==> src/rtl/oss_pkg.sv <==
package oss_pkg;

    localparam int CAPACITY_DEFAULT   = 1024;
    localparam int VALUE_BITS_DEFAULT = 32;
    localparam int RANK_BITS_DEFAULT  = $clog2(CAPACITY_DEFAULT + 1);

    localparam logic CMD_INSERT = 1'b0;
    localparam logic CMD_SELECT = 1'b1;

    localparam logic [1:0] STATUS_OK       = 2'd0;
    localparam logic [1:0] STATUS_BAD_RANK = 2'd1;
    localparam logic [1:0] STATUS_FULL     = 2'd2;

    typedef enum logic [3:0] {
        S_IDLE,
        S_CHECK,
        S_INS_NEW,
        S_INS_RD,
        S_INS_EVAL,
        S_SEL_RD,
        S_SEL_LEFT,
        S_SEL_EVAL,
        S_FINISH
    } t_state;

    typedef struct packed {
        logic latch_in;
        logic check;
        logic ins_new;
        logic ins_eval;
        logic rd_left;
        logic sel_eval;
        logic load_out;
    } t_dp_cmd;

    typedef struct packed {
        logic is_select;
        logic reject;
        logic root_null;
        logic link_null;
        logic sel_done;
        logic out_free;
    } t_dp_stat;

endpackage

==> src/rtl/oss_ctrl.sv <==
module oss_ctrl (
    input  logic             i_clk,
    input  logic             i_rst_n,
    input  logic             i_in_valid,
    output logic             o_in_ready,
    input  oss_pkg::t_dp_stat i_stat,
    output oss_pkg::t_dp_cmd  o_cmd
);

    oss_pkg::t_state r_state;
    oss_pkg::t_state n_state;

    always_ff @(posedge i_clk) begin
        if (!i_rst_n) begin
            r_state <= oss_pkg::S_IDLE;
        end else begin
            r_state <= n_state;
        end
    end

    always_comb begin
        n_state = r_state;
        case (r_state)
            oss_pkg::S_IDLE: begin
                if (i_in_valid) begin
                    n_state = oss_pkg::S_CHECK;
                end
            end
            oss_pkg::S_CHECK: begin
                if (i_stat.reject) begin
                    n_state = oss_pkg::S_FINISH;
                end else if (i_stat.is_select) begin
                    n_state = oss_pkg::S_SEL_RD;
                end else begin
                    n_state = oss_pkg::S_INS_NEW;
                end
            end
            oss_pkg::S_INS_NEW: begin
                n_state = i_stat.root_null ? oss_pkg::S_FINISH : oss_pkg::S_INS_RD;
            end
            oss_pkg::S_INS_RD: begin
                n_state = oss_pkg::S_INS_EVAL;
            end
            oss_pkg::S_INS_EVAL: begin
                n_state = i_stat.link_null ? oss_pkg::S_FINISH : oss_pkg::S_INS_RD;
            end
            oss_pkg::S_SEL_RD: begin
                n_state = oss_pkg::S_SEL_LEFT;
            end
            oss_pkg::S_SEL_LEFT: begin
                n_state = oss_pkg::S_SEL_EVAL;
            end
            oss_pkg::S_SEL_EVAL: begin
                n_state = i_stat.sel_done ? oss_pkg::S_FINISH : oss_pkg::S_SEL_RD;
            end
            oss_pkg::S_FINISH: begin
                if (i_stat.out_free) begin
                    n_state = oss_pkg::S_IDLE;
                end
            end
            default: begin
                n_state = oss_pkg::S_IDLE;
            end
        endcase
    end

    always_comb begin
        o_cmd          = '0;
        o_in_ready     = 1'b0;
        case (r_state)
            oss_pkg::S_IDLE: begin
                o_in_ready     = 1'b1;
                o_cmd.latch_in = i_in_valid;
            end
            oss_pkg::S_CHECK: begin
                o_cmd.check = 1'b1;
            end
            oss_pkg::S_INS_NEW: begin
                o_cmd.ins_new = 1'b1;
            end
            oss_pkg::S_INS_EVAL: begin
                o_cmd.ins_eval = 1'b1;
            end
            oss_pkg::S_SEL_LEFT: begin
                o_cmd.rd_left = 1'b1;
            end
            oss_pkg::S_SEL_EVAL: begin
                o_cmd.sel_eval = 1'b1;
            end
            oss_pkg::S_FINISH: begin
                o_cmd.load_out = i_stat.out_free;
            end
            default: begin
                o_cmd = '0;
            end
        endcase
    end

endmodule

==> config.mk <==
export PLATFORM = sky130hd
export DESIGN_NAME = oss_ctrl
export DESIGN_NICKNAME = d
export VERILOG_FILES = /design/src/rtl/oss_pkg.sv /design/src/rtl/oss_ctrl.sv
export SDC_FILE = /design/constraint.sdc
export NUM_CORES = 1
export LEC_CHECK = 0
export ABC_AREA = 0
export BUFFER_PORTS_ARGS = -buffer_cell sky130_fd_sc_hd__buf_2
export CAP_MARGIN = 40
export CORE_AREA = 2 2 39 41
export DETAILED_ROUTE_END_ITERATION = 10
export DIE_AREA = 0 0 41 43
export GPL_TIMING_DRIVEN = 1
export MAX_ROUTING_LAYER = met4
export PLACE_DENSITY_LB_ADDON = 0.3
export SETUP_SLACK_MARGIN = 0.15
export SLEW_MARGIN = 40
export SYNTH_ARGS = -nofsm -noshare
export SYNTH_HDL_FRONTEND = slang
export SYNTH_SLANG_ARGS = --single-unit
==> constraint.sdc <==
create_clock -name i_clk -period 1.3 [get_ports i_clk]
set_clock_uncertainty 0.1 [all_clocks]
set_input_delay 0.065 -clock i_clk [delete_from_list [all_inputs] [get_ports i_clk]]
set_output_delay 0.065 -clock i_clk [all_outputs]
set_load 0.02 [all_outputs]
* Word level (Yosys, flattened, before mapping) *
Cells that the tools add are included.

word-level totals
  register bits after elaboration = 4
  input bits = 9
  output and inout bits = 8
  logic and storage cells = 29

cells by class
  eq/ne operators = 10
  mux-type cells = 16
  reduce and logical (&&, ||, !) cells = 2

operators with widths
  kind                                            count
  one-hot mux 4 bit (9 select lines)              1
  2-to-1 mux 4 bit                                6
  == test 4 x 3 -> 1 bit (second input constant)  4
  == test 4 x 2 -> 1 bit (second input constant)  2
  2-to-1 mux 1 bit                                8
  == test 4 x 1 -> 1 bit (second input constant)  1
  == test 4 bit (second input constant)           1
  logical NOT 4 bit                               1
  != test 2 bit (second input constant)           2
  2-to-1 mux 3 bit                                1
  AND reduction 2 bit                             1

* Logic depth before layout (Yosys ltp) *
Gate-level depths: netlist of the first run.

  depth in word-level cells = 3
  gate-level depth with buffers = 5

* Least setup slack after synthesis of the first run *
OpenSTA, ideal clock, no wires.

  path kind = register to output
  start point = register r_state[1]
  end point = output port o_cmd[6] (netlist bit)
  data arrival time = 1.333 ns
  slack = -0.198 ns
  cell stages (with the launch flop) = 4
  path buffers = 1
  cell sequence = dfxtp_1 buf_6 nor4_2 and2_1

RTL lines
  item                      RTL line        source
  start: declaration        oss_ctrl.sv:10  oss_pkg::t_state r_state;
  start signal: assignment  oss_ctrl.sv:15  r_state <= oss_pkg::S_IDLE;
  start signal: assignment  oss_ctrl.sv:17  r_state <= n_state;
  end: declaration          oss_ctrl.sv:7   output oss_pkg::t_dp_cmd o_cmd

==> flow_summary.yaml, run 1 <==
timing:
  setup-tns-final_ns: -0.577
  finalSetupViolCount: 10
  post-route-period-util: 1.09
  rsz0062_at_grt: "yes"
  layout_setup_ws_ns: -0.119
  timing.fmax_mhz: 705
  final.min_clock_period_ns: 1.42
  tightest_slew_ns: 0.324
  slew_headroom: 0.783
  hold_violations: 0
  drv_slew: 0
synth:
  async_flop_share: 0
  ys_warn_count: 0
  synth_fp_nets: 55
  ys_seq_area_frac: 0.208
  ys_ff_latch: 4
  synthDistinctLibCells: 28
  synth_ff_type: "dfxtp_1"
  synth_edf_count: 0
  syn_inst: 46
  synth_area_um2: 385
  syn_avg_cell_area_um2: 8.38
status:
  violations: "setup timing"
  outcome: "finished with violations"
die:
  coreArea_um2: 1380
  die_width_um: 41
  dieArea_um2: 1760
  io_pins: 17
  initial_core_util: 0.278
  fp.dieH_um: 43
  num_rows: 14
place:
  numPortBuffers: 16
  routabilityCongestion: 0.721
  place_area_um2: 531
  hpwlAfterDp_um: 810
  place_inst: 80
pwr:
  ir_drop_mv: 0.823
  clkPwrFrac: 0.106
  pwr-share-comb: 0.709
  power.switching_uw: 652
  power_frac_seq: 0.186
  p_int_uw: 870
  cellPowerDensity_nw_per_um2: 2040
  p_leak_uw: 0.000337
  p_sw_frac: 0.429
final_layout:
  largest_registers: "r_state x4"
  layout_commonest_cell: "buf_4"
  antenna_cells: 0
  largest_reg_flops: 4
  final_area_um2: 744
  top_register: "r_state"
  nets: 88
  fin_cells: 93
  final_cell_mix: "16 x buf_4, 10 x buf_2, 6 x buf_6"
  layout-drive-gt1-share: 0.714
  syn_to_final_growth_pct: 93.2
  nFillCells: 124
clock_tree:
  htree_levels: 1
  root_buffer: "clkbuf_4"
  cts.path.max_buffers: 2
  cts_tree: "built"
  path_clk_slew_ns: 0.04
  clkLatencyLatePin_ns: 0.24
  clkSinkCount: 4
  numCtsBuffers: 3
  cts_hold_buf: 0
worst_setup_path:
  cp_max_fo: 9
  worstPathCellList: "buf_4, nor4b_4, buf_4"
  ff2ff_setup_slack_ns: -0.04
  start_kind: "flip-flop"
  end_kind: "output port"
  cp_common_cell: "buf_4"
  worstSetupPathType: "reg -> out"
  critPathArrivalTime_ns: 1.25
  required_ns: 1.13
  slowest_delay_ns: 0.34
  cp_slowest_cell: "dfxtp_4"
routing:
  drtPass1Iterations: 4
  drc_errors: 0
  drt_first_iter_violations: 5
  drt-vias-per-instance: 5.19
  wl_mm: 1.35
  ant_nets: 0
  vias: 483
  post_drt_wl_per_cell_um: 14.5
global_routing:
  grt_overflow: 0
  antenna_found_initial: 0
  grt_pass1_vias: 414
  grt_pass1_wl_mm: 1.85
  grt_max_degree: 11
  grt_usage: 0.168
job:
  drv_cap: 0
worst_hold_path:
  min_path_type: "in -> reg"
-- critical path, delay by kind of cell, from the launching register on --
kind                   cells  cell delay [ns]
buffers and inverters      2             0.38
flip-flops                 1             0.34
AND/OR/NAND/NOR            1             0.29
-- area by class of cell --
cell class	instances	area, µm²	share of cell area
multi-input combinational	33	339	0.455
timing repair buffer	33	253	0.339
sequential	4	95.1	0.128
clock buffer	3	22.5	0.0303
tap	16	20.0	0.0269
inverter	4	15.0	0.0202
-- per-stage QoR --
| step | hold WS [ns] | util | power (µW) | worst slack, ns |
|---|---|---|---|---|
| after floorplan | 0.135 | - | 810 | -0.0120 |
| after global placement | 0.286 | 0.383 | 977 | -0.0487 |
| after detailed placement | 0.292 | 0.383 | 986 | -0.00489 |
| after CTS | 0.0383 | 0.484 | 1360 | -0.106 |
| after global routing | 0.0721 | 0.538 | 1630 | -0.189 |
| final | 0.0505 | 0.538 | 1520 | -0.119 |
-- cell usage after synthesis (2+ instances only) --
| master | number | area share |
|---|---|---|
| dfxtp_1 | 4 | 0.21 |
| nand2_1 | 2 | 0.019 |
| buf_2 | 2 | 0.026 |
| and2_1 | 2 | 0.032 |
| buf_6 | 2 | 0.058 |
| nor2_1 | 2 | 0.019 |
| o211ai_1 | 2 | 0.039 |
| nand3b_1 | 2 | 0.039 |
| a21oi_1 | 4 | 0.052 |
| nor2b_1 | 2 | 0.032 |
| nor4_1 | 2 | 0.032 |
| inv_1 | 4 | 0.039 |
-- metal layers --
metal,track usage,routed length (µm)
met3,0.0942,85
met4,0.0200,0
met5,-,0
met2,0.284,700
met1,0.164,564
-- kinds of logic after synthesis --
| group | synth area share |
|---|---|
| flops | 0.208 |
| compound gates | 0.266 |
| xor+xnor | 0.0227 |
| buf+inv | 0.143 |
| simple gates | 0.360 |
-- power groups by stage --
stage          Clock (µW)  Sequential (µW)  Combinational [µW]
5_1_grt               183              289                1160
4_1_cts               166              273                 918
2_1_floorplan           0              201                 609
3_5_place_dp            0              307                 680
3_3_place_gp            0              309                 669
6_report              161              283                1080
-- path summary, 6_finish.rpt --
kind | start | cells after the start | endpoint
worst min register to register | r_state[1]$_SDFFE_PN0P_ | 2 | r_state[1]$_SDFFE_PN0P_
worst max register to register | r_state[0]$_SDFFE_PN0P_ | 4 | r_state[2]$_SDFFE_PN0P_
worst min-delay path | i_in_valid | 3 | r_state[0]$_SDFFE_PN0P_
worst max-delay path | r_state[0]$_SDFFE_PN0P_ | 3 | o_cmd[5]
-- repair_timing --
item / in CTS / in global routing
setup endpoints to repair: 12 / 12
buffers inserted: 8 / 2
hold endpoints to repair: 0 / 0
pin swaps: 3 / 4
resized for setup: 21 / 11
cloned: 0 / 0
No activity file was read; power rests on OpenSTA's default activity.
==> run 2: changes to the inputs <==
SETUP_SLACK_MARGIN = 0.4   (was 0.15)
==> run 2 against run 1 <==
Highest routed layer is now met4. Fmax increased by 1.3%. The flow still finishes with violations (setup timing). Critical path type unchanged. Via count increased by 1.4%. Largest power group unchanged. Sequential power increased by 4%. Die area unchanged. Clock power about the same.
==> flow_summary.yaml, run 2 (same netlist as run 1, synthesis figures left out) <==
timing:
  layout_setup_ws_ns: -0.100
  final.min_clock_period_ns: 1.40
  fin_hold_ws_ns: 0.0604
  post-route-period-util: 1.08
  drv_slew: 0
  timing.fmax_mhz: 714
  finalSetupViolCount: 8
  hold_violations: 0
  tightest_slew_ns: 0.277
  rsz0062_at_grt: "yes"
  slew_headroom: 0.815
final_layout:
  antenna_cells: 0
  largest_registers: "r_state x4"
  layout_commonest_cell: "buf_6"
  nets: 90
  largest_reg_flops: 4
  fin_cells: 95
  top_register: "r_state"
  final_area_um2: 803
  final_cell_mix: "14 x buf_6, 12 x buf_4, 9 x buf_2"
  layout-drive-gt1-share: 0.759
  syn_to_final_growth_pct: 108
global_routing:
  grt_overflow: 0
  grt_pass1_wl_mm: 2.07
  antenna_found_initial: 0
  grt_usage: 0.182
  grt_max_degree: 9
  grt_pass1_vias: 475
place:
  place_area_um2: 541
  hpwlAfterDp_um: 813
  place_inst: 81
  routabilityCongestion: 0.740
  post-place-ws_ns: 0.0268
  numPortBuffers: 16
routing:
  vias: 490
  drc_errors: 0
  drtPass1Iterations: 4
  wl_mm: 1.38
  drt-vias-per-instance: 5.16
  post_drt_wl_per_cell_um: 14.5
  ant_nets: 0
  drt_first_iter_violations: 8
clock_tree:
  numCtsBuffers: 3
  clkSinkCount: 4
  clkLatencyLatePin_ns: 0.24
  htree_levels: 1
  cts.path.max_buffers: 2
  cts_tree: "built"
  cts_hold_buf: 0
  root_buffer: "clkbuf_4"
  path_clk_slew_ns: 0.04
worst_setup_path:
  critPathArrivalTime_ns: 1.24
  critPathCapture: "o_cmd[6]"
  end_kind: "output port"
  critical_path.startpoint: "r_state[0]$_SDFFE_PN0P_"
  worstSetupPathType: "reg -> out"
  ff2ff_setup_slack_ns: 0.04
  r2r-start: "r_state[1]$_SDFFE_PN0P_"
  cp_max_fo: 4
  rr_endpoint: "r_state[3]$_SDFFE_PN0P_"
  start_kind: "flip-flop"
  required_ns: 1.13
  r2r_cells: 5
pwr:
  pwr-share-comb: 0.722
  cellPowerDensity_nw_per_um2: 2030
  p_leak_uw: 0.000357
  power_frac_seq: 0.180
  power.switching_uw: 699
  p_int_uw: 933
  clkPwrFrac: 0.099
  finalPower_uw: 1630
  p_sw_frac: 0.428
  ir_drop_mv: 1.00
die:
  coreArea_um2: 1380
  initial_core_util: 0.278
  fp.dieH_um: 43
  io_pins: 17
  dieArea_um2: 1760
  num_rows: 14
  die_width_um: 41
status:
  outcome: "finished with violations"
  violations: "setup timing"
worst_hold_path:
  min_path_type: "in -> reg"
  holdCritStartpoint: "i_in_valid"
job:
  drv_cap: 0
run 2: power by group through the flow:
stage	logic, µW	clock network (µW)	registers, µW
detailed placement	699	0	290
CTS	1020	167	278
global placement	696	0	296
global route	1250	175	297
floorplan	642	0	204
finish	1180	161	293
run 2: how the worst min path moves through the flow:
stage                              end  slack, ns  depth (start not counted)
3_3_place_gp   r_state[0]$_SDFFE_PN0P_       0.27                          3
3_5_place_dp   r_state[0]$_SDFFE_PN0P_       0.27                          3
2_1_floorplan  r_state[0]$_SDFFE_PN0P_       0.14                          2
4_1_cts        r_state[0]$_SDFFE_PN0P_       0.04                          3
6_report       r_state[0]$_SDFFE_PN0P_       0.06                          3
5_1_grt        r_state[0]$_SDFFE_PN0P_       0.06                          3
run 2: per-stage QoR:
stage | TNS (ns) | utilization
5_1_grt | -0.876 | 0.580
6_report | -0.459 | 0.580
3_3_place_gp | -0.0124 | 0.391
2_1_floorplan | -0.0349 | -
4_1_cts | -0.377 | 0.517
3_5_place_dp | 0 | 0.391
run 2: layer usage:
| metal | track usage | routed length (µm) |
|---|---|---|
| met5 | - | 0 |
| met4 | 0.0800 | 18 |
| met3 | 0.0471 | 64 |
| met2 | 0.291 | 748 |
| met1 | 0.203 | 546 |
run 2: layout make-up:
cell class | count | area (µm²)
inverter | 4 | 15.0
timing repair buffer | 35 | 293
tap | 16 | 20.0
multi-input combinational | 33 | 358
fill | 121 | 581
sequential | 4 | 95.1
clock buffer | 3 | 22.5
run 2: worst max-delay path, cell delays in order (launching register included):
cell     delay [ns]
dfxtp_4        0.35
buf_6          0.12
nor4_4         0.25
and2_4         0.18
buf_6          0.10
run 2: repair_timing:
action / CTS / global route
endpoints found under the setup margin: 12 / 12
pin swaps: 6 / 6
resized for setup: 32 / 13
setup buffers: 7 / 4
==> run 3: changes to the inputs <==
PLACE_DENSITY_LB_ADDON = 0.25   (was 0.3)
==> run 3 against run 2 <==
The run still ends with setup timing left. Worst setup slack gained 0.010 ns. Die area did not move. Worst hold slack got worse by 0.022 ns. Via count is 9.2% lower. Critical path type unchanged. Critical endpoint unchanged. Largest cell class unchanged.
==> flow_summary.yaml, run 3 (same netlist as run 1, synthesis figures left out) <==
status:
  outcome: "finished with violations"
  violations: "setup timing"
timing:
  fin_hold_ws_ns: 0.0386
  layout_setup_ws_ns: -0.0898
  rsz0062_at_grt: "yes"
  timing.fmax_mhz: 720
  hold_violations: 0
  setup-tns-final_ns: -0.232
  tightest_slew_ns: 0.311
  post-route-period-util: 1.07
  drv_slew: 0
  finalSetupViolCount: 7
  final.min_clock_period_ns: 1.39
  slew_headroom: 0.791
final_layout:
  largest_reg_flops: 4
  largest_registers: "r_state x4"
  final_area_um2: 694
  layout-drive-gt1-share: 0.716
  nets: 85
  final_cell_mix: "12 x buf_4, 10 x buf_2, 8 x buf_6"
  layout_commonest_cell: "buf_4"
  fin_cells: 90
  syn_to_final_growth_pct: 80.2
  top_register: "r_state"
  antenna_cells: 0
clock_tree:
  clkSinkCount: 4
  cts.path.max_buffers: 2
  htree_levels: 1
  clkLatencyLatePin_ns: 0.23
  path_clk_slew_ns: 0.04
  numCtsBuffers: 3
  root_buffer: "clkbuf_4"
  cts_hold_buf: 0
  cts_tree: "built"
routing:
  drc_errors: 0
  drtPass1Iterations: 4
  vias: 445
  wl_mm: 1.09
  post_drt_wl_per_cell_um: 12.1
  ant_nets: 0
  drt-vias-per-instance: 4.94
  drt_first_iter_violations: 5
global_routing:
  grt_usage: 0.143
  grt_max_degree: 14
  globalRouteMet3Util: 0.0471
  met2_usage: 0.203
  use_met1: 0.171
  grt_overflow: 0
  busiest_layer: "met2"
  grt_pass1_wl_mm: 1.63
  grt_pass1_vias: 403
  antenna_found_initial: 0
worst_hold_path:
  min_path_type: "in -> reg"
place:
  routabilityCongestion: 0.715
  numPortBuffers: 16
  place_inst: 80
  place_area_um2: 533
  hpwlAfterDp_um: 732
pwr:
  ir_drop_mv: 0.766
  finalPower_uw: 1380
  cellPowerDensity_nw_per_um2: 1990
  p_leak_uw: 0.000320
die:
  num_rows: 14
  die_width_um: 41
  coreArea_um2: 1380
  io_pins: 17
  initial_core_util: 0.278
  fp.dieH_um: 43
  dieArea_um2: 1760
worst_setup_path:
  required_ns: 1.13
  critPathArrivalTime_ns: 1.22
  cp_slowest_cell: "dfxtp_2"
  cp_num_buf_inv: 2
  worstPathCellList: "buf_6, nor4_4, and2_4, buf_6"
  cp_common_cell: "buf_6"
  cp_max_fo: 4
  cp_top_family: "simple AND/OR/NAND/NOR gates"
  slowest_delay_ns: 0.32
  end_kind: "output port"
  start_kind: "flip-flop"
  worstSetupPathType: "reg -> out"
job:
  drv_cap: 0
[run 3: path summary, 6_finish.rpt]
path | start | end | slack [ns] | cells after the start
worst min register to register | r_state[3]$_SDFFE_PN0P_ | r_state[2]$_SDFFE_PN0P_ | 0.58 | 3
worst max register to register | r_state[3]$_SDFFE_PN0P_ | r_state[0]$_SDFFE_PN0P_ | 0.06 | 4
worst max-delay path | r_state[3]$_SDFFE_PN0P_ | o_cmd[6] | -0.09 | 4
worst min-delay path | i_in_valid | r_state[2]$_SDFFE_PN0P_ | 0.04 | 3
[run 3: timing repair]
action / 4_1_cts / 5_1_grt
buffers inserted: 6 / 1
gates resized for setup: 21 / 8
endpoints found under the hold margin: 0 / 0
pin swaps: 3 / 2
endpoints found under the setup margin: 12 / 12
[run 3: layer usage]
metal	share of wire	routed length, µm
met5	0	0
met4	0	0
met1	0.41	445
met2	0.53	580
met3	0.058	63
[run 3: layout make-up]
cell class	count	area, µm²
clock buffer	3	22.5
fill	139	689
inverter	4	17.5
multi-input combinational	33	312
sequential	4	92.6
tap	16	20.0
timing repair buffer	30	230
[run 3: power breakdown]
| part | internal, µW | switching [µW] |
|---|---|---|
| Combinational | 521 | 430 |
| Clock | 103 | 49.6 |
| Sequential | 185 | 95.1 |
[run 3: metrics by stage]
stage,setup WS (ns),util
after CTS,-0.100,0.478
after detailed placement,0.0169,0.385
after floorplan,-0.0120,-
after global placement,-0.0132,0.385
after global routing,-0.142,0.502
final,-0.0898,0.502
[run 3: worst register-to-register path: stages (launching register included)]
cell and delay (ns):
dfxtp_2 0.32, buf_4 0.14, nor4b_4 0.28, a32oi_1 0.17, a21oi_1 0.15
